<file path="src/rtl/sslb_pkg.sv">
// ----------------------------------------------------------------------------
// sslb_pkg
// Types, constants and the line hit test shared by the scanline sprite list
// builder files.
// ----------------------------------------------------------------------------
package sslb_pkg;

   localparam int LineWidth    = 9;
   localparam int SpriteWidth  = 9;
   localparam int VctlWidth    = 16;
   localparam int SlotWidth    = 7;
   localparam int TopWidth     = 10;
   localparam int RowsWidth    = 6;

   // Sprites at or beyond this index are outside the sprite table
   localparam logic [SpriteWidth-1:0] SpriteTableSize = 9'd381;

   localparam logic [TopWidth-1:0]  TopBase   = 10'h200;
   localparam logic [RowsWidth-1:0] RowsLimit = 6'h20;
   localparam int                   ChainBit  = 6;

   typedef struct packed {
      logic                   entry_valid;
      logic [SlotWidth-1:0]   list_slot;
      logic [SpriteWidth-1:0] listed_sprite;
      logic                   list_bank;
      logic                   scan_done;
      logic [SlotWidth-1:0]   active_total;
   } rsp_payload_type;

   // True when the scanline falls within [top, top + height - 1] mod 512
   function automatic logic hits_line(logic [LineWidth-1:0] line,
                                      logic [TopWidth-1:0]  top,
                                      logic [RowsWidth-1:0] rows);
      logic [RowsWidth-1:0] eff_rows;
      logic [10:0]          height;
      logic [10:0]          sum;
      logic [LineWidth-1:0] bottom;
      logic [TopWidth-1:0]  line_x;
      logic [TopWidth-1:0]  bottom_x;
      eff_rows = (rows == '0 || rows > RowsLimit) ? RowsLimit : rows;
      height   = {1'b0, eff_rows, 4'b0000};
      sum      = {1'b0, top} + height - 11'd1;
      bottom   = sum[LineWidth-1:0];
      line_x   = {1'b0, line};
      bottom_x = {1'b0, bottom};
      if (bottom_x >= top) begin
         return (line_x >= top) && (line_x <= bottom_x);
      end
      return (line_x >= top) || (line_x <= bottom_x);
   endfunction

endpackage

</file>
<file path="src/rtl/sslb_if.sv">
// ----------------------------------------------------------------------------
// sslb_req_if / sslb_rsp_if
// Valid/ready channels of the scanline sprite list builder.
// ----------------------------------------------------------------------------
interface sslb_req_if;
   logic        valid;
   logic        ready;
   logic        first_of_scan;
   logic        last_of_scan;
   logic [8:0]  line_number;
   logic [8:0]  sprite_id;
   logic [15:0] vertical_control;

   modport source (output valid, first_of_scan, last_of_scan, line_number,
                   sprite_id, vertical_control, input ready);
   modport sink   (input valid, first_of_scan, last_of_scan, line_number,
                   sprite_id, vertical_control, output ready);
endinterface

interface sslb_rsp_if;
   logic       valid;
   logic       ready;
   logic       entry_valid;
   logic [6:0] list_slot;
   logic [8:0] listed_sprite;
   logic       list_bank;
   logic       scan_done;
   logic [6:0] active_total;

   modport source (output valid, entry_valid, list_slot, listed_sprite,
                   list_bank, scan_done, active_total, input ready);
   modport sink   (input valid, entry_valid, list_slot, listed_sprite,
                   list_bank, scan_done, active_total, output ready);
endinterface

</file>
<file path="src/rtl/scanline_sprite_list_builder_core.sv">
// ----------------------------------------------------------------------------
// scanline_sprite_list_builder_core
// Builds the active sprite list of one scanline from sprite vertical control
// words, one sprite per cycle, assigning consecutive list slots to hits.
// ----------------------------------------------------------------------------
//
//  channel | direction | payload
//  --------+-----------+-----------------------------------------------------
//  req     | in        | first/last of scan, line, sprite id, vertical word
//  rsp     | out       | entry, slot, sprite, bank, scan done, active total
//
//  One sprite per cycle sustained while rsp does not stall; a result passes
//  through the input register, then the result register, before it can
//  transfer on rsp.
//  The chain and count registers update as each sprite leaves the input
//  register, so the next sprite sees them in the following cycle.
//  Sprites that give no result drain without waiting on rsp.
//  A stall on rsp holds the result register, then the input register, then
//  drops req.ready. Reset clears the valid flags and the scan state.
//
module scanline_sprite_list_builder_core #(
   parameter int MAX_PER_LINE = 96
) (
   input logic        clock,
   input logic        reset,
   sslb_req_if.sink   req,
   sslb_rsp_if.source rsp
);
   import sslb_pkg::*;

   localparam logic [SlotWidth-1:0] MaxCount = SlotWidth'(MAX_PER_LINE);

   // Input register
   logic                   in_valid_ff,   in_valid_in;
   logic                   in_first_ff;
   logic                   in_last_ff;
   logic [LineWidth-1:0]   in_line_ff;
   logic [SpriteWidth-1:0] in_id_ff;
   logic [VctlWidth-1:0]   in_vctl_ff;

   // Scan state
   logic [TopWidth-1:0]    chain_top_ff,  chain_top_in;
   logic [RowsWidth-1:0]   chain_rows_ff, chain_rows_in;
   logic [SlotWidth-1:0]   count_ff,      count_in;

   // Result register
   logic                   out_valid_ff,  out_valid_in;
   rsp_payload_type        out_data_ff,   out_data_in;

   logic                   load_in;
   logic                   in_take;
   logic                   out_free;
   logic                   emit;
   logic                   advance;
   logic                   listed;
   logic [TopWidth-1:0]    base_top;
   logic [RowsWidth-1:0]   base_rows;
   logic [SlotWidth-1:0]   base_count;
   logic                   eligible;

   // Result register frees when empty or when its transfer completes
   assign out_free  = !out_valid_ff || rsp.ready;
   assign advance   = in_valid_ff && (!emit || out_free);
   assign req.ready = !in_valid_ff || advance;
   assign in_take   = req.valid && req.ready;

   always_comb begin
      // Start of scan clears count and chain values before the sprite
      base_top   = in_first_ff ? '0 : chain_top_ff;
      base_rows  = in_first_ff ? '0 : chain_rows_ff;
      base_count = in_first_ff ? '0 : count_ff;

      // Ignore sprites outside the table, and all sprites once the list is full
      eligible = (in_id_ff < SpriteTableSize) && (base_count < MaxCount);

      chain_top_in  = base_top;
      chain_rows_in = base_rows;
      if (eligible && !in_vctl_ff[ChainBit]) begin
         chain_top_in  = TopBase - {1'b0, in_vctl_ff[VctlWidth-1:7]};
         chain_rows_in = in_vctl_ff[RowsWidth-1:0];
      end

      listed   = eligible && (chain_rows_in != '0) &&
                 hits_line(in_line_ff, chain_top_in, chain_rows_in);
      count_in = listed ? base_count + SlotWidth'(1) : base_count;
      emit     = listed || in_last_ff;

      out_data_in.entry_valid   = listed;
      out_data_in.list_slot     = listed ? base_count : '0;
      out_data_in.listed_sprite = listed ? in_id_ff : '0;
      out_data_in.list_bank     = in_line_ff[0];
      out_data_in.scan_done     = in_last_ff;
      out_data_in.active_total  = count_in;

      in_valid_in = in_take || (in_valid_ff && !advance);
      load_in     = advance && emit;

      // Hold a stalled result, load a fresh one, drop one that was taken
      if (load_in) begin
         out_valid_in = 1'b1;
      end else if (rsp.ready) begin
         out_valid_in = 1'b0;
      end else begin
         out_valid_in = out_valid_ff;
      end
   end

   always_ff @(posedge clock) begin
      if (reset) begin
         in_valid_ff   <= 1'b0;
         out_valid_ff  <= 1'b0;
         chain_top_ff  <= '0;
         chain_rows_ff <= '0;
         count_ff      <= '0;
      end else begin
         in_valid_ff  <= in_valid_in;
         out_valid_ff <= out_valid_in;
         if (advance) begin
            chain_top_ff  <= chain_top_in;
            chain_rows_ff <= chain_rows_in;
            count_ff      <= count_in;
         end
      end
   end

   // Payload registers
   always_ff @(posedge clock) begin
      if (in_take) begin
         in_first_ff <= req.first_of_scan;
         in_last_ff  <= req.last_of_scan;
         in_line_ff  <= req.line_number;
         in_id_ff    <= req.sprite_id;
         in_vctl_ff  <= req.vertical_control;
      end
      if (load_in) begin
         out_data_ff <= out_data_in;
      end
   end

   assign rsp.valid         = out_valid_ff;
   assign rsp.entry_valid   = out_data_ff.entry_valid;
   assign rsp.list_slot     = out_data_ff.list_slot;
   assign rsp.listed_sprite = out_data_ff.listed_sprite;
   assign rsp.list_bank     = out_data_ff.list_bank;
   assign rsp.scan_done     = out_data_ff.scan_done;
   assign rsp.active_total  = out_data_ff.active_total;

endmodule

</file>
<file path="src/flat_wrapper.sv">
// flat-port wrapper written by rule: the top's interface ports become plain ports
module scanline_sprite_list_builder_core_flat import sslb_pkg::*;
#(
   parameter int MAX_PER_LINE = 96
)
  (clock, reset, req_valid, req_first_of_scan, req_last_of_scan, req_line_number, req_sprite_id, req_vertical_control, req_ready, rsp_valid, rsp_entry_valid, rsp_list_slot, rsp_listed_sprite, rsp_list_bank, rsp_scan_done, rsp_active_total, rsp_ready);
  sslb_req_if req_i ();
  sslb_rsp_if rsp_i ();
  input logic clock;
  input logic reset;
  input wire logic [$bits(req_i.valid)-1:0] req_valid;
  input wire logic [$bits(req_i.first_of_scan)-1:0] req_first_of_scan;
  input wire logic [$bits(req_i.last_of_scan)-1:0] req_last_of_scan;
  input wire logic [$bits(req_i.line_number)-1:0] req_line_number;
  input wire logic [$bits(req_i.sprite_id)-1:0] req_sprite_id;
  input wire logic [$bits(req_i.vertical_control)-1:0] req_vertical_control;
  output wire logic [$bits(req_i.ready)-1:0] req_ready;
  output wire logic [$bits(rsp_i.valid)-1:0] rsp_valid;
  output wire logic [$bits(rsp_i.entry_valid)-1:0] rsp_entry_valid;
  output wire logic [$bits(rsp_i.list_slot)-1:0] rsp_list_slot;
  output wire logic [$bits(rsp_i.listed_sprite)-1:0] rsp_listed_sprite;
  output wire logic [$bits(rsp_i.list_bank)-1:0] rsp_list_bank;
  output wire logic [$bits(rsp_i.scan_done)-1:0] rsp_scan_done;
  output wire logic [$bits(rsp_i.active_total)-1:0] rsp_active_total;
  input wire logic [$bits(rsp_i.ready)-1:0] rsp_ready;
  assign req_i.valid = req_valid;
  assign req_i.first_of_scan = req_first_of_scan;
  assign req_i.last_of_scan = req_last_of_scan;
  assign req_i.line_number = req_line_number;
  assign req_i.sprite_id = req_sprite_id;
  assign req_i.vertical_control = req_vertical_control;
  assign req_ready = req_i.ready;
  assign rsp_valid = rsp_i.valid;
  assign rsp_entry_valid = rsp_i.entry_valid;
  assign rsp_list_slot = rsp_i.list_slot;
  assign rsp_listed_sprite = rsp_i.listed_sprite;
  assign rsp_list_bank = rsp_i.list_bank;
  assign rsp_scan_done = rsp_i.scan_done;
  assign rsp_active_total = rsp_i.active_total;
  assign rsp_i.ready = rsp_ready;
  scanline_sprite_list_builder_core #(.MAX_PER_LINE(MAX_PER_LINE)) u_core (.clock(clock), .reset(reset), .req(req_i), .rsp(rsp_i));
endmodule
</file>
<file path="config.mk">
export PLATFORM = sky130hd
export DESIGN_NAME = scanline_sprite_list_builder_core_flat
export DESIGN_NICKNAME = d
export VERILOG_FILES = /design/src/rtl/sslb_pkg.sv /design/src/rtl/sslb_if.sv /design/src/rtl/scanline_sprite_list_builder_core.sv /design/src/flat_wrapper.sv
export SDC_FILE = /design/constraint.sdc
export NUM_CORES = 1
export LEC_CHECK = 0
export ABC_AREA = 1
export BUFFER_PORTS_ARGS = -buffer_cell sky130_fd_sc_hd__clkbuf_2
export CELL_PAD_IN_SITES_DETAIL_PLACEMENT = 1
export CELL_PAD_IN_SITES_GLOBAL_PLACEMENT = 1
export CORE_ASPECT_RATIO = 1.1
export CORE_MARGIN = 4
export CORE_UTILIZATION = 45
export DETAILED_ROUTE_END_ITERATION = 8
export PLACE_DENSITY = 0.84
export SYNTH_ARGS = -nofsm -noshare
export SYNTH_HDL_FRONTEND = slang
export SYNTH_SLANG_ARGS = --single-unit
</file>
<file path="constraint.sdc">
create_clock -name clock -period 8.5 [get_ports clock]
set_clock_uncertainty 0.15 [all_clocks]
set_input_delay 0.85 -clock clock [delete_from_list [all_inputs] [get_ports clock]]
set_output_delay 0.85 -clock clock [all_outputs]
set_load 0.01 [all_outputs]
</file>
### Yosys cells after proc, flatten, opt, wreduce, memory -nomap -nowiden

Cells that the tools add are included.

| operators by class | value |
|---|---|
| $add $sub $neg | 4 |
| order comparisons | 6 |
| mux-type cells | 12 |
| reductions and logical operators | 24 |

Operators with widths:

| cell | count |
|---|---|
| 9-bit by 10-bit >= comparator with 1-bit output | 2 |
| 10-bit two-way mux | 2 |
| 7-bit two-way mux | 2 |
| 6-bit two-way mux | 2 |
| 10-bit by 9-bit subtractor with 10-bit output, first input constant | 1 |
| 9-bit adder | 1 |
| 9-bit <= comparator | 1 |
| 1-bit logical AND | 9 |
| 9-bit less-than comparator, second input constant | 1 |
| 9-bit by 1-bit subtractor with 9-bit output, second input constant | 1 |
| 7-bit by 1-bit adder with 7-bit output, second input constant | 1 |
| 1-bit logical OR | 7 |
| 7-bit less-than comparator, second input constant | 1 |
| 6-bit > comparator, second input constant | 1 |
| 6-bit zero test | 1 |
| 6-bit nonzero test | 1 |
| 1-bit zero test | 5 |
| 1-bit two-way mux | 5 |
| 5-bit two-way mux | 1 |
| 2-bit nonzero test | 1 |

| word-level totals | value |
|---|---|
| flip-flop bits (word level) | 87 |
| input port bits | 40 |
| output and inout port bits | 28 |
| word-level logic and storage cells | 62 |

### Longest topological paths before layout

Gate-level depths: netlist of the first run.

| logic depth | value |
|---|---|
| word-level depth | 22 |
| depth in mapped cells | 41 |
| gate-level depth less buffers | 40 |

### Worst setup path before layout of the first run

Ideal clock, no wire load.

| timing path | value |
|---|---|
| path type | reg2reg |
| start | register u_core.in_id_ff[7] |
| end | register u_core.in_first_ff (enable) |
| library setup time | 0.391 ns |
| data arrival time | 4.869 ns |
| data required time | 7.959 ns |
| setup slack | 3.090 ns |
| stages on the path, launching flop included | 32 |
| buffers on the path | 2 |
| clock period less this slack | 5.410 ns |
| cell sequence | edfxtp_1 -> inv_1 -> nand2_1 -> nor2_1 -> nand3_1 -> nand3_2 -> buf_6 -> clkbuf_1 -> nor3_1 -> a31oi_1 -> ha_1 -> inv_1 -> ha_1 -> a21oi_1 -> and2_1 -> nor2_1 -> o21ai_0 -> nand2_1 -> xnor2_1 -> ha_1 -> nand2_1 -> nor2_1 -> nand3b_1 -> nand3_1 -> nand2_1 -> a21oi_1 -> nand2_1 -> nand3_2 -> nand2_2 -> nand3_1 -> nand2_1 -> inv_1 |

| between the ends | value |
|---|---|
| longest elaborated chain between the ends | 20 |
| elaborated cells on any way between the ends | 28 |
| classes of those cells | 2 x add/sub; 5 x order compare; 6 x mux; 15 x reduce/logical |

RTL lines:

| what | RTL line | RTL |
|---|---|---|
| start, declared | scanline_sprite_list_builder_core.sv:38 | `logic [SpriteWidth-1:0] in_id_ff;` |
| start signal, assigned | scanline_sprite_list_builder_core.sv:132 | `in_id_ff <= req.sprite_id;` |
| 9-bit less-than comparator * | scanline_sprite_list_builder_core.sv:74 | `eligible = (in_id_ff < SpriteTableSize) && (base_count < MaxCount);` |
| 1-bit logical AND * | scanline_sprite_list_builder_core.sv:74 |  |
| 1-bit logical AND | scanline_sprite_list_builder_core.sv:78 | `if (eligible && !in_vctl_ff[ChainBit]) begin` |
| 6-bit two-way mux | scanline_sprite_list_builder_core.sv:78 |  |
| 6-bit > comparator or 6-bit zero test (tied branches) | sslb_pkg.sv:41 | `eff_rows = (rows == '0 \|\| rows > RowsLimit) ? RowsLimit : rows;` |
| 1-bit logical OR | sslb_pkg.sv:41 |  |
| 5-bit two-way mux | sslb_pkg.sv:41 |  |
| 9-bit adder | sslb_pkg.sv:43 | `sum = {1'b0, top} + height - 11'd1;` |
| [6 not listed] | - |  |
| 1-bit logical OR * | scanline_sprite_list_builder_core.sv:86 | `emit = listed \|\| in_last_ff;` |
| 1-bit zero test * | scanline_sprite_list_builder_core.sv:63 | `assign advance = in_valid_ff && (!emit \|\| out_free);` |
| 1-bit logical OR * | scanline_sprite_list_builder_core.sv:63 |  |
| 1-bit logical AND * | scanline_sprite_list_builder_core.sv:63 |  |
| 1-bit logical OR * | scanline_sprite_list_builder_core.sv:64 | `assign req.ready = !in_valid_ff \|\| advance;` |
| net req_ready | flat_wrapper.sv:17 | `output wire logic [$bits(req_i.ready)-1:0] req_ready;` |
| 1-bit logical AND * | scanline_sprite_list_builder_core.sv:65 | `assign in_take = req.valid && req.ready;` |
| net u_core.in_take | scanline_sprite_list_builder_core.sv:51 | `logic in_take;` |
| end signal, assigned | scanline_sprite_list_builder_core.sv:129 | `in_first_ff <= req.first_of_scan;` |
| end, declared | scanline_sprite_list_builder_core.sv:35 | `logic in_first_ff;` |

Mark *: on every way through the listed nets, which the timed path passes. The rest lies on a longest branch. The select of a mux whose other input is x is not followed.
A chain may end at the register's enable or synchronous reset.

### Worst setup path after layout of the first run

| timing path | value |
|---|---|
| start | register u_core.in_first_ff |
| end | output req_ready |

| between the ends | value |
|---|---|
| longest elaborated chain between the ends | 20 |
| elaborated cells on any way between the ends | 30 |
| classes of those cells | 2 x add/sub; 5 x order compare; 9 x mux; 14 x reduce/logical |

RTL lines:

| what | RTL line | RTL |
|---|---|---|
| 7-bit two-way mux | scanline_sprite_list_builder_core.sv:71 | `base_count = in_first_ff ? '0 : count_ff;` |
| 7-bit less-than comparator | scanline_sprite_list_builder_core.sv:74 |  |
| 1-bit logical AND | scanline_sprite_list_builder_core.sv:74 |  |
| 1-bit logical AND | scanline_sprite_list_builder_core.sv:78 |  |
| 6-bit two-way mux | scanline_sprite_list_builder_core.sv:78 |  |
| 6-bit > comparator or 6-bit zero test (tied branches) | sslb_pkg.sv:41 |  |
| 1-bit logical OR | sslb_pkg.sv:41 |  |
| 5-bit two-way mux | sslb_pkg.sv:41 |  |
| [4 not listed] | - |  |
| 1-bit two-way mux | sslb_pkg.sv:47 | `if (bottom_x >= top) begin` |
| 1-bit two-way mux | sslb_pkg.sv:50 | `return (line_x >= top) \|\| (line_x <= bottom_x);` |
| 1-bit logical AND * | scanline_sprite_list_builder_core.sv:83 | `listed = eligible && (chain_rows_in != '0) &&` |
| 1-bit logical OR * | scanline_sprite_list_builder_core.sv:86 |  |
| 1-bit zero test * | scanline_sprite_list_builder_core.sv:63 |  |
| 1-bit logical OR * | scanline_sprite_list_builder_core.sv:63 |  |
| 1-bit logical AND * | scanline_sprite_list_builder_core.sv:63 |  |
| 1-bit logical OR * | scanline_sprite_list_builder_core.sv:64 |  |
| end, declared | flat_wrapper.sv:17 |  |

Mark *: on every way between the ends. The rest lies on a longest branch, timed or not. The select of a mux whose other input is x is not followed.

==> results of run 1 <==
==> Yosys cell counts <==
library cell	instances	area share, %
nand2_1	122	9.4
inv_1	88	6.8
nor2_1	78	6.0
edfxtp_1	62	38
ha_1	39	10
nand3_1	37	3.8
a21oi_1	32	3.3
dfxtp_1	25	10
o21ai_0	11	1.1
xor2_1	10	1.8
clkbuf_1	5	0.39
nand3_2	5	1.0
xnor2_1	5	0.90
a31oi_1	4	0.51
buf_2	4	0.41
nand3b_1	4	0.62
nand4_1	4	0.51
nor2_2	4	0.51
nor3_1	4	0.41
buf_4	3	0.46
inv_2	3	0.23
buf_1	2	0.15
buf_6	2	0.46
nand2_2	2	0.26
nand2_4	2	0.46
o21ai_1	2	0.21
a21boi_1	1	0.15
a21oi_2	1	0.18
and2_1	1	0.13
fa_1	1	0.41
nor4_1	1	0.13
o21a_1	1	0.15
o21bai_1	1	0.15
o31ai_1	1	0.15
or3_1	1	0.13
==> layout make-up <==
type,instances,area [µm²]
clock inverters,7,55.1
clock buffers,9,225
well taps,143,179
multi-input cells,374,2070
repair buffers,68,343
flip-flops and latches,87,2360
fillers,1294,4920
inverters,91,342
==> kinds of logic after synthesis <==
kind of cell / after synthesis
buffers and inverters: 107
AO/OA/AOI/OAI: 54
adder cells (fa/ha/maj): 40
flip-flops: 87
AND/OR/NAND/NOR: 265
XOR/XNOR: 15
==> stage by stage <==
| step | total power (µW) | cell area [µm²] | hold slack (ps) | utilization, % |
|---|---|---|---|---|
| CTS | 1300 | 5570 | 326 | 53.1 |
| global route | 1380 | 5570 | 338 | 53.1 |
| detailed placement | 917 | 5290 | 309 | 50.5 |
| global placement | 888 | 5290 | 285 | 50.5 |
| floorplan | 814 | 4860 | 276 | - |
| finish | 1290 | 5570 | 318 | 53.1 |
==> worst paths after layout <==
path / from / to / slack (ps)
min reg2reg: u_core.in_line_ff[0]$_DFFE_PP_ / u_core.rsp.list_bank$_DFFE_PP_ / 320
max: u_core.in_first_ff$_DFFE_PP_ / req_ready / 1080
min: u_core.in_line_ff[0]$_DFFE_PP_ / u_core.rsp.list_bank$_DFFE_PP_ / 320
max reg2reg: u_core.in_first_ff$_DFFE_PP_ / u_core.in_vctl_ff[6]$_DFFE_PP_ / 1090
==> metal layers <==
layer	share of wire (%)	vias up	GRT usage (%)
li1	-	1964	-
met1	38	1923	20.4
met2	56	68	40.0
met3	3.0	30	4.66
met4	3.0	0	9.55
met5	0	-	0
==> registers in the layout, indices dropped and copies added, names as in the netlist <==
register	count
u_core.in_valid_ff	1
u_core.rsp.valid	1
u_core.rsp.list_slot	7
u_core.in_id_ff	9
u_core.chain_top_ff	10
u_core.rsp.active_total	7
u_core.chain_rows_ff	6
u_core.in_line_ff	9
u_core.rsp.list_bank	1
u_core.rsp.scan_done	1
u_core.rsp.entry_valid	1
u_core.rsp.listed_sprite	9
u_core.in_last_ff	1
u_core.in_vctl_ff	16
u_core.count_ff	7
u_core.in_first_ff	1
==> critical path, delay by kind of cell, from the launching register on <==
family,cells,cell delay (ps)
compound gates,8,1320
xor+xnor,1,170
simple gates,16,2430
flops,1,600
fa+ha+maj,3,880
buf+inv,5,650
==> power by group through the flow <==
| stage | clock, µW | combinational (µW) | sequential, µW |
|---|---|---|---|
| after floorplan | 0 | 283 | 531 |
| after detailed placement | 0 | 386 | 531 |
| after global placement | 0 | 360 | 529 |
| after global routing | 406 | 448 | 525 |
| after CTS | 387 | 392 | 522 |
| final | 379 | 387 | 521 |
==> results.json, run 1 <==
{
  "synthToLayoutAreaGrowth_pct": 14.6,
  "critPathSlowestCell": "edfxtp_1",
  "power_frac_comb_pct": 30.1,
  "power_frac_seq_pct": 40.5,
  "p_sw_uw": 447,
  "worst_path_most_repeated_cell": "nand2_1",
  "synth_xor_xnor_area_share_pct": 2.70,
  "firstDrtPassIters": 4,
  "p_clk_share_pct": 29.4,
  "synth.avg_cell_area_um2": 8.56,
  "vias": 3985,
  "hold_violations": 0,
  "slew_viol_final": 0,
  "synth-seq-area-share_pct": 48.6,
  "gp_congestion": 0.882,
  "track_usage_pct": 20.4,
  "outcome": "finished, final reports clean",
  "slowest_delay_ps": 600,
  "hold_buffers": 0,
  "via_per_inst": 5.12,
  "cts_setup_buffers": 0,
  "wl_per_cell_um": 15.4,
  "hpwl_um": 9190,
  "synthCells": 568,
  "num-nets-final": 711,
  "max_freq_ghz": 0.135,
  "synth_nets": 648,
  "grt_pass1_vias": 4390,
  "antenna_found_initial": 0,
  "slew_headroom_pct": 9.49,
  "crit_arrival_ps": 6420,
  "initial_core_util_pct": 46.4,
  "port_buffers": 67,
  "die_h_um": 117,
  "clk_latency_ps": 350,
  "drv_cap": 0,
  "layout_common_cells": "122 x nand2_1, 88 x inv_1, 78 x nor2_1",
  "hold_class": "reg2reg",
  "swShare_pct": 34.7,
  "post_cts_resized": 0,
  "min_period_ps": 7420,
  "rows": 39,
  "layout-drive-gt1-share_pct": 15.7,
  "num_io_pins": 68,
  "antenna_cells": 0,
  "critPathLaunchType": "flop",
  "powerDensity_mw_per_mm2": 231,
  "ys_ff_latch": 87,
  "cts.path.max_buffers": 2,
  "reg2regPathDepth": 36,
  "die_area_mm2": 0.0125,
  "yosysUniqueCellTypes": 35,
  "tritoncts": "yes",
  "intPower_uw": 840,
  "final_common_cell": "nand2_1",
  "grt_max_degree": 37,
  "grt_pass1_wl_um": 19900,
  "die-width_um": 107,
  "synth_compound_area_share_pct": 5.94,
  "yosys.area_share.simple_pct": 23.4,
  "setup_tns_ps": 0,
  "coreArea_mm2": 0.0105,
  "place_ws_ps": 1280,
  "cts_max_level": 3,
  "stdcell_count": 779,
  "ant_nets": 0,
  "p_leak_uw": 0.00267,
  "crit_type": "reg2out",
  "grt-ovfl-total": 0,
  "rsz0062_at_grt": "no",
  "hold_depth": 0,
  "ys_warn_count": 0,
  "setup_viol": 0,
  "cp.required_ps": 7500,
  "fin_crit_sh_pct": 87.3,
  "place_inst": 763,
  "numClockSinks": 87,
  "cts_made_buffers": 9,
  "synth_fa_ha_area_share_pct": 10.4,
  "crit_path_end_kind": "output port",
  "muxShareOfSynthArea_pct": 0,
  "root_buffer": "clkbuf_16",
  "peakVddDrop_uv": 97.2,
  "clkSlewWorstSetupHoldPaths_ps": 60,
  "wl_um": 12000,
  "drt_iter0_drc": 101,
  "syn-cell-area_mm2": 0.00486,
  "worstPathMaxFanout": 24,
  "finalWorstSetupSlack_ps": 1080,
  "drc_errors": 0,
  "synth_top_family_by_area": "simple AND/OR/NAND/NOR gates",
  "tightest_slew_ps": 1360
}
(Power assumes the default switching activity.)
==> run 2: changes to the inputs <==
Settings changed: ABC_AREA 1 to 0, PLACE_DENSITY 0.84 to 0.8.
==> results.json, run 2 <==
{
  "die-width_um": 104,
  "crit_chain": "o211a_1 -> a41o_1 -> a211oi_2 -> nor3b_1 -> a21oi_1 -> inv_1 -> ha_1 -> a21o_1 -> a21oi_1 -> o21bai_1 -> a21oi_1 -> o21bai_1 -> a21oi_1 -> xnor2_1 -> ha_1 -> a211oi_1 -> o21ai_0 -> o211ai_1 -> o32ai_2 -> a21oi_4 -> or2_2 -> nand4b_1 -> clkbuf_2",
  "rows": 38,
  "ys_top_cells_by_area": "edfxtp_1 41%, dfxtp_1 11%, ha_1 11%",
  "r2r_start": "u_core.in_id_ff[1]$_DFFE_PP_",
  "tritoncts": "yes",
  "track_usage_pct": 18.4,
  "synth.avg_cell_area_um2": 11.4,
  "async_flop_share_pct": 0,
  "p_sw_uw": 347,
  "cts.path.max_buffers": 2,
  "cp-endpoint": "req_ready",
  "slowest_delay_ps": 760,
  "hold_violations": 0,
  "place_area_mm2": 0.00502,
  "via_per_inst": 5.61,
  "root_buffer": "clkbuf_8",
  "wl_per_cell_um": 17.6,
  "worstPathMaxFanout": 26,
  "synth.top_cell.area_share_pct": 40.7,
  "power_frac_comb_pct": 27.7,
  "synthTopCellsByCount": "62 x edfxtp_1, 39 x ha_1, 33 x inv_1",
  "cp.required_ps": 7500,
  "layout_common_cells": "67 x clkbuf_2, 62 x edfxtp_1, 39 x ha_1",
  "synth_most_common_cell": "edfxtp_1",
  "synthToLayoutAreaGrowth_pct": 14.0,
  "rrSetupSlack_ps": 1650,
  "rsz0062_at_grt": "no",
  "design_area_mm2": 0.00521,
  "layout-drive-gt1-share_pct": 20.7,
  "reg2regPathDepth": 24,
  "timing.rr.end": "u_core.in_vctl_ff[11]$_DFFE_PP_",
  "antenna_found_initial": 0,
  "num-nets-final": 548,
  "powerDensity_mw_per_mm2": 212,
  "cts_made_buffers": 9,
  "regArea_mm2": 0.00236,
  "vias": 3329,
  "grt_max_degree": 37,
  "largest-register": "u_core.in_vctl_ff",
  "slew_viol_final": 0,
  "swShare_pct": 31.5,
  "ys_warn_count": 0,
  "numClockSinks": 87,
  "synthCells": 402,
  "syn-cell-area_mm2": 0.00457,
  "largest_reg_flops": 16,
  "grt-ovfl-total": 0,
  "fin_crit_sh_pct": 87.3,
  "drt_iter0_drc": 154,
  "place_inst": 577,
  "crit_arrival_ps": 6420,
  "grt_pass1_vias": 3442,
  "gp_congestion": 0.853,
  "drc_errors": 0,
  "intPower_uw": 757,
  "multi_input_area_mm2": 0.00201,
  "synth_nets": 482,
  "ant_nets": 0,
  "setup_viol": 0,
  "hold_depth": 0,
  "ys_ff_latch": 87,
  "cts_setup_buffers": 0,
  "clkSlewWorstSetupHoldPaths_ps": 90,
  "hold_class": "reg2reg",
  "peakVddDrop_uv": 79.9,
  "initial_core_util_pct": 46.2,
  "crit_path_end_kind": "output port",
  "num_io_pins": 68,
  "reg_top3": "u_core.in_vctl_ff: 16 flops, u_core.chain_top_ff: 10 flops",
  "setup_tns_ps": 0,
  "worst_path_most_repeated_cell": "a21oi_1",
  "critPathLaunchType": "flop",
  "power_frac_seq_pct": 46.5,
  "tightest_slew_ps": 848,
  "final_common_cell": "clkbuf_2",
  "slew_headroom_pct": 43.4,
  "grt_pass1_wl_um": 17100,
  "outcome": "finished, final reports clean",
  "min_period_ps": 7420,
  "ys.flop_type": "edfxtp_1",
  "p_leak_uw": 0.00212,
  "die_area_mm2": 0.0118,
  "coreArea_mm2": 0.00989,
  "p_clk_share_pct": 25.8,
  "synth-seq-area-share_pct": 51.7,
  "die_h_um": 114,
  "clk_latency_ps": 370,
  "crit_type": "reg2out",
  "wl_um": 10400,
  "fillers": 1090,
  "hold_slack_ps": 337,
  "netlist.top_cell.by_area": "edfxtp_1",
  "post_cts_resized": 0,
  "max_freq_ghz": 0.135,
  "synth_edf_count": 62,
  "drv_cap": 0,
  "startpoint": "u_core.in_id_ff[1]$_DFFE_PP_",
  "cts_max_level": 3,
  "hpwl_um": 7890,
  "antenna_cells": 0,
  "port_buffers": 67,
  "stdcell_count": 593,
  "firstDrtPassIters": 4,
  "critPathSlowestCell": "a211oi_2",
  "yosysUniqueCellTypes": 56,
  "hold_buffers": 0
}
[run 2: final cells by class]
| class | instances | area share (%) |
|---|---|---|
| Clock buffer | 10 | 2.45 |
| Clock inverter | 6 | 1.15 |
| Inverter | 33 | 2.38 |
| Multi-Input combinational cell | 265 | 38.7 |
| Sequential cell | 87 | 45.3 |
| Tap cell | 120 | 2.88 |
| Timing Repair Buffer | 72 | 7.15 |
[run 2: cells by family (layout without fill, tap and decap cells)]
family                   Yosys count  in the layout  share of synthesized area (%)
AND/OR/NAND/NOR                  112            112                           13.7
adder cells (fa/ha/maj)           40             40                           11.1
flip-flops                        87             87                           51.7
AO/OA/AOI/OAI                     88             88                           14.2
buffers and inverters             50            121                           4.35
XOR/XNOR                          21             21                           4.02
multiplexers                       4              4                          0.931
[run 2: per-layer routing]
layer	share of wire (%)	GRT usage, %	wire (µm)	vias to the layer above
met4	1.6	6.29	172	0
met2	53	34.0	5520	60
met3	3.5	3.96	369	14
met1	42	21.1	4370	1633
li1	-	-	-	1622
met5	0	0	0	-
[run 2: worst min-delay path by stage]
stage | endpoint | slack (ps) | startpoint
floorplan | u_core.rsp.list_bank$_DFFE_PP_ | 280 | u_core.in_line_ff[0]$_DFFE_PP_
global placement | u_core.rsp.scan_done$_DFFE_PP_ | 310 | u_core.in_last_ff$_DFFE_PP_
detailed placement | u_core.rsp.scan_done$_DFFE_PP_ | 310 | u_core.in_last_ff$_DFFE_PP_
CTS | u_core.rsp.scan_done$_DFFE_PP_ | 340 | u_core.in_last_ff$_DFFE_PP_
global route | u_core.rsp.list_bank$_DFFE_PP_ | 360 | u_core.in_line_ff[0]$_DFFE_PP_
finish | u_core.rsp.scan_done$_DFFE_PP_ | 340 | u_core.in_last_ff$_DFFE_PP_
[run 2: through the flow]
stage | util, % | setup WS [ps] | power [µW]
final | 52.7 | 1080 | 1100
after global routing | 52.7 | 420 | 1180
after CTS | 52.7 | 994 | 1120
after detailed placement | 50.8 | 1460 | 830
after global placement | 50.8 | 1850 | 809
after floorplan | - | 2250 | 746
[run 2: power groups by stage]
stage	registers, µW	logic (µW)	clock network [µW]
6_report	513	306	285
5_1_grt	517	350	312
4_1_cts	513	310	295
3_5_place_dp	523	307	0
3_3_place_gp	520	289	0
2_1_floorplan	525	221	0
[run 2: worst max-delay path, delay by kind of cell, from the launching register on]
| kind | cells | cell delay, ps |
|---|---|---|
| adders and majority gates | 2 | 610 |
| buffers and inverters | 2 | 270 |
| DFF | 1 | 390 |
| and+or+nand+nor | 3 | 480 |
| AOI/OAI and AO/OA | 15 | 4160 |
| xor gates and xnor gates | 1 | 120 |
==> run 3: changes to the inputs <==
Settings changed: REMOVE_ABC_BUFFERS set to 1.
==> results.json, run 3 (synthesis gave the netlist of run 2 again) <==
{
  "min_from": "u_core.in_line_ff[0]$_DFFE_PP_",
  "peakVddDrop_uv": 98.6,
  "drv_cap": 0,
  "clkSlewWorstSetupHoldPaths_ps": 90,
  "ant_nets": 0,
  "die_h_um": 114,
  "timing.rr.end": "u_core.in_id_ff[2]$_DFFE_PP_",
  "wl_per_cell_um": 18.0,
  "largest_reg_flops": 16,
  "gp_congestion": 0.884,
  "crit_type": "reg2out",
  "max_freq_ghz": 0.133,
  "post_cts_resized": 0,
  "p_leak_uw": 0.00213,
  "cts_max_level": 3,
  "via_per_inst": 5.68,
  "wl_um": 10700,
  "final_common_cell": "clkbuf_2",
  "cts.path.max_buffers": 2,
  "cts_made_buffers": 9,
  "p_sw_uw": 357,
  "slew_viol_final": 0,
  "power_frac_comb_pct": 27.7,
  "cp.required_ps": 7500,
  "design_area_mm2": 0.00523,
  "min_period_ps": 7550,
  "grt_pass1_vias": 3625,
  "root_buffer": "clkbuf_8",
  "grt_max_degree": 37,
  "intPower_uw": 791,
  "coreArea_mm2": 0.00989,
  "p_clk_share_pct": 27.7,
  "hpwl_um": 8110,
  "slew_headroom_pct": 39.7,
  "numClockSinks": 87,
  "clk_latency_ps": 370,
  "critPathLaunchType": "flop",
  "fin_crit_sh_pct": 88.8,
  "hold_buffers": 0,
  "setup_viol": 0,
  "grt_pass1_wl_um": 17900,
  "swShare_pct": 31.1,
  "worstPathMaxFanout": 26,
  "firstDrtPassIters": 6,
  "stdcell_count": 592,
  "rsz0062_at_grt": "no",
  "synthToLayoutAreaGrowth_pct": 14.4,
  "rows": 38,
  "hold_violations": 0,
  "die-width_um": 104,
  "p_total_uw": 1150,
  "antenna_found_initial": 0,
  "antenna_cells": 0,
  "hold_depth": 0,
  "layout-drive-gt1-share_pct": 21.0,
  "drt_iter0_drc": 197,
  "track_usage_pct": 19.0,
  "tritoncts": "yes",
  "place_area_mm2": 0.00502,
  "rrSetupSlack_ps": 1420,
  "die_area_mm2": 0.0118,
  "cts_setup_buffers": 0,
  "reg2regPathDepth": 23,
  "layout_common_cells": "67 x clkbuf_2, 62 x edfxtp_1, 39 x ha_1",
  "num-nets-final": 547,
  "initial_core_util_pct": 46.2,
  "tightest_slew_ps": 904,
  "crit_path_end_kind": "output port",
  "grt-ovfl-total": 0,
  "reg_top3": "u_core.in_vctl_ff: 16 flops, u_core.chain_top_ff: 10 flops",
  "drc_errors": 0,
  "r2r_start": "u_core.in_id_ff[1]$_DFFE_PP_",
  "largest-register": "u_core.in_vctl_ff",
  "power_frac_seq_pct": 44.7,
  "num_io_pins": 68,
  "setup_tns_ps": 0,
  "holdPathEnd": "u_core.rsp.list_bank$_DFFE_PP_",
  "powerDensity_mw_per_mm2": 220,
  "hold_class": "reg2reg",
  "place_inst": 576,
  "port_buffers": 67,
  "outcome": "finished, final reports clean",
  "vias": 3364,
  "crit_arrival_ps": 6550
}
-- run 3: changes by cell type in the layout (fill, tap and decap cells not counted) --
cell / change
clkinvlp_4: +1
clkinv_1: -2
clkinv_4: -1
clkbuf_1: +1
bufinv_16: +1
buf_4: -1
and2_1: -1
and2_2: +1
-- run 3: critical path, stage by stage (launching register included) --
cell	delay (ps)
edfxtp_1	390
o211a_1	260
a41o_1	310
a211oi_2	700
nor3b_1	120
a21oi_1	500
inv_1	90
ha_1	290
a21o_1	160
a21oi_1	250
o21bai_1	120
a21oi_1	260
o21bai_1	90
a21oi_1	270
xnor2_1	190
ha_1	300
a211oi_1	300
o21ai_0	160
o211ai_1	250
o32ai_2	140
a21oi_4	500
or2_2	220
nand4b_1	140
clkbuf_2	160
-- run 3: worst max path at each step --
stage | from | to | slack, ps | depth (start not counted)
2_1_floorplan | u_core.in_first_ff$_DFFE_PP_ | u_core.rsp.active_total[0]$_DFFE_PP_ | 660 | 19
3_3_place_gp | u_core.in_id_ff[1]$_DFFE_PP_ | req_ready | 1810 | 23
3_5_place_dp | u_core.in_id_ff[1]$_DFFE_PP_ | req_ready | 1330 | 23
4_1_cts | u_core.in_id_ff[1]$_DFFE_PP_ | req_ready | 900 | 23
5_1_grt | u_core.in_id_ff[1]$_DFFE_PP_ | req_ready | 350 | 23
6_report | u_core.in_id_ff[1]$_DFFE_PP_ | req_ready | 950 | 23
-- run 3: per-layer routing --
metal | routed length (µm) | track usage [%]
met5 | 0 | 0
met2 | 5700 | 35.1
met4 | 242 | 8.07
met3 | 370 | 3.40
met1 | 4350 | 21.8
-- run 3: layout make-up --
type / instances / area (µm²)
multi-input combinational: 265 / 2020
clock inverter: 5 / 81.3
clock buffer: 11 / 131
timing repair buffer: 71 / 365
sequential: 87 / 2360
inverter: 33 / 124
tap: 120 / 150
fill: 1053 / 4660
-- run 3: per-stage QoR --
step           worst slack, ps  util, %  hold slack, ps
3_3_place_gp              1810     50.7             293
2_1_floorplan              660        -             276
5_1_grt                    350     52.9             356
4_1_cts                    899     52.9             330
6_report                   953     52.9             320
3_5_place_dp              1330     50.7             309
-- run 3: power groups by stage --
stage / clock (µW) / sequential, µW / combinational (µW)
2_1_floorplan: 0 / 526 / 211
3_3_place_gp: 0 / 520 / 297
3_5_place_dp: 0 / 522 / 318
4_1_cts: 329 / 513 / 322
5_1_grt: 350 / 517 / 361
6_report: 318 / 513 / 318
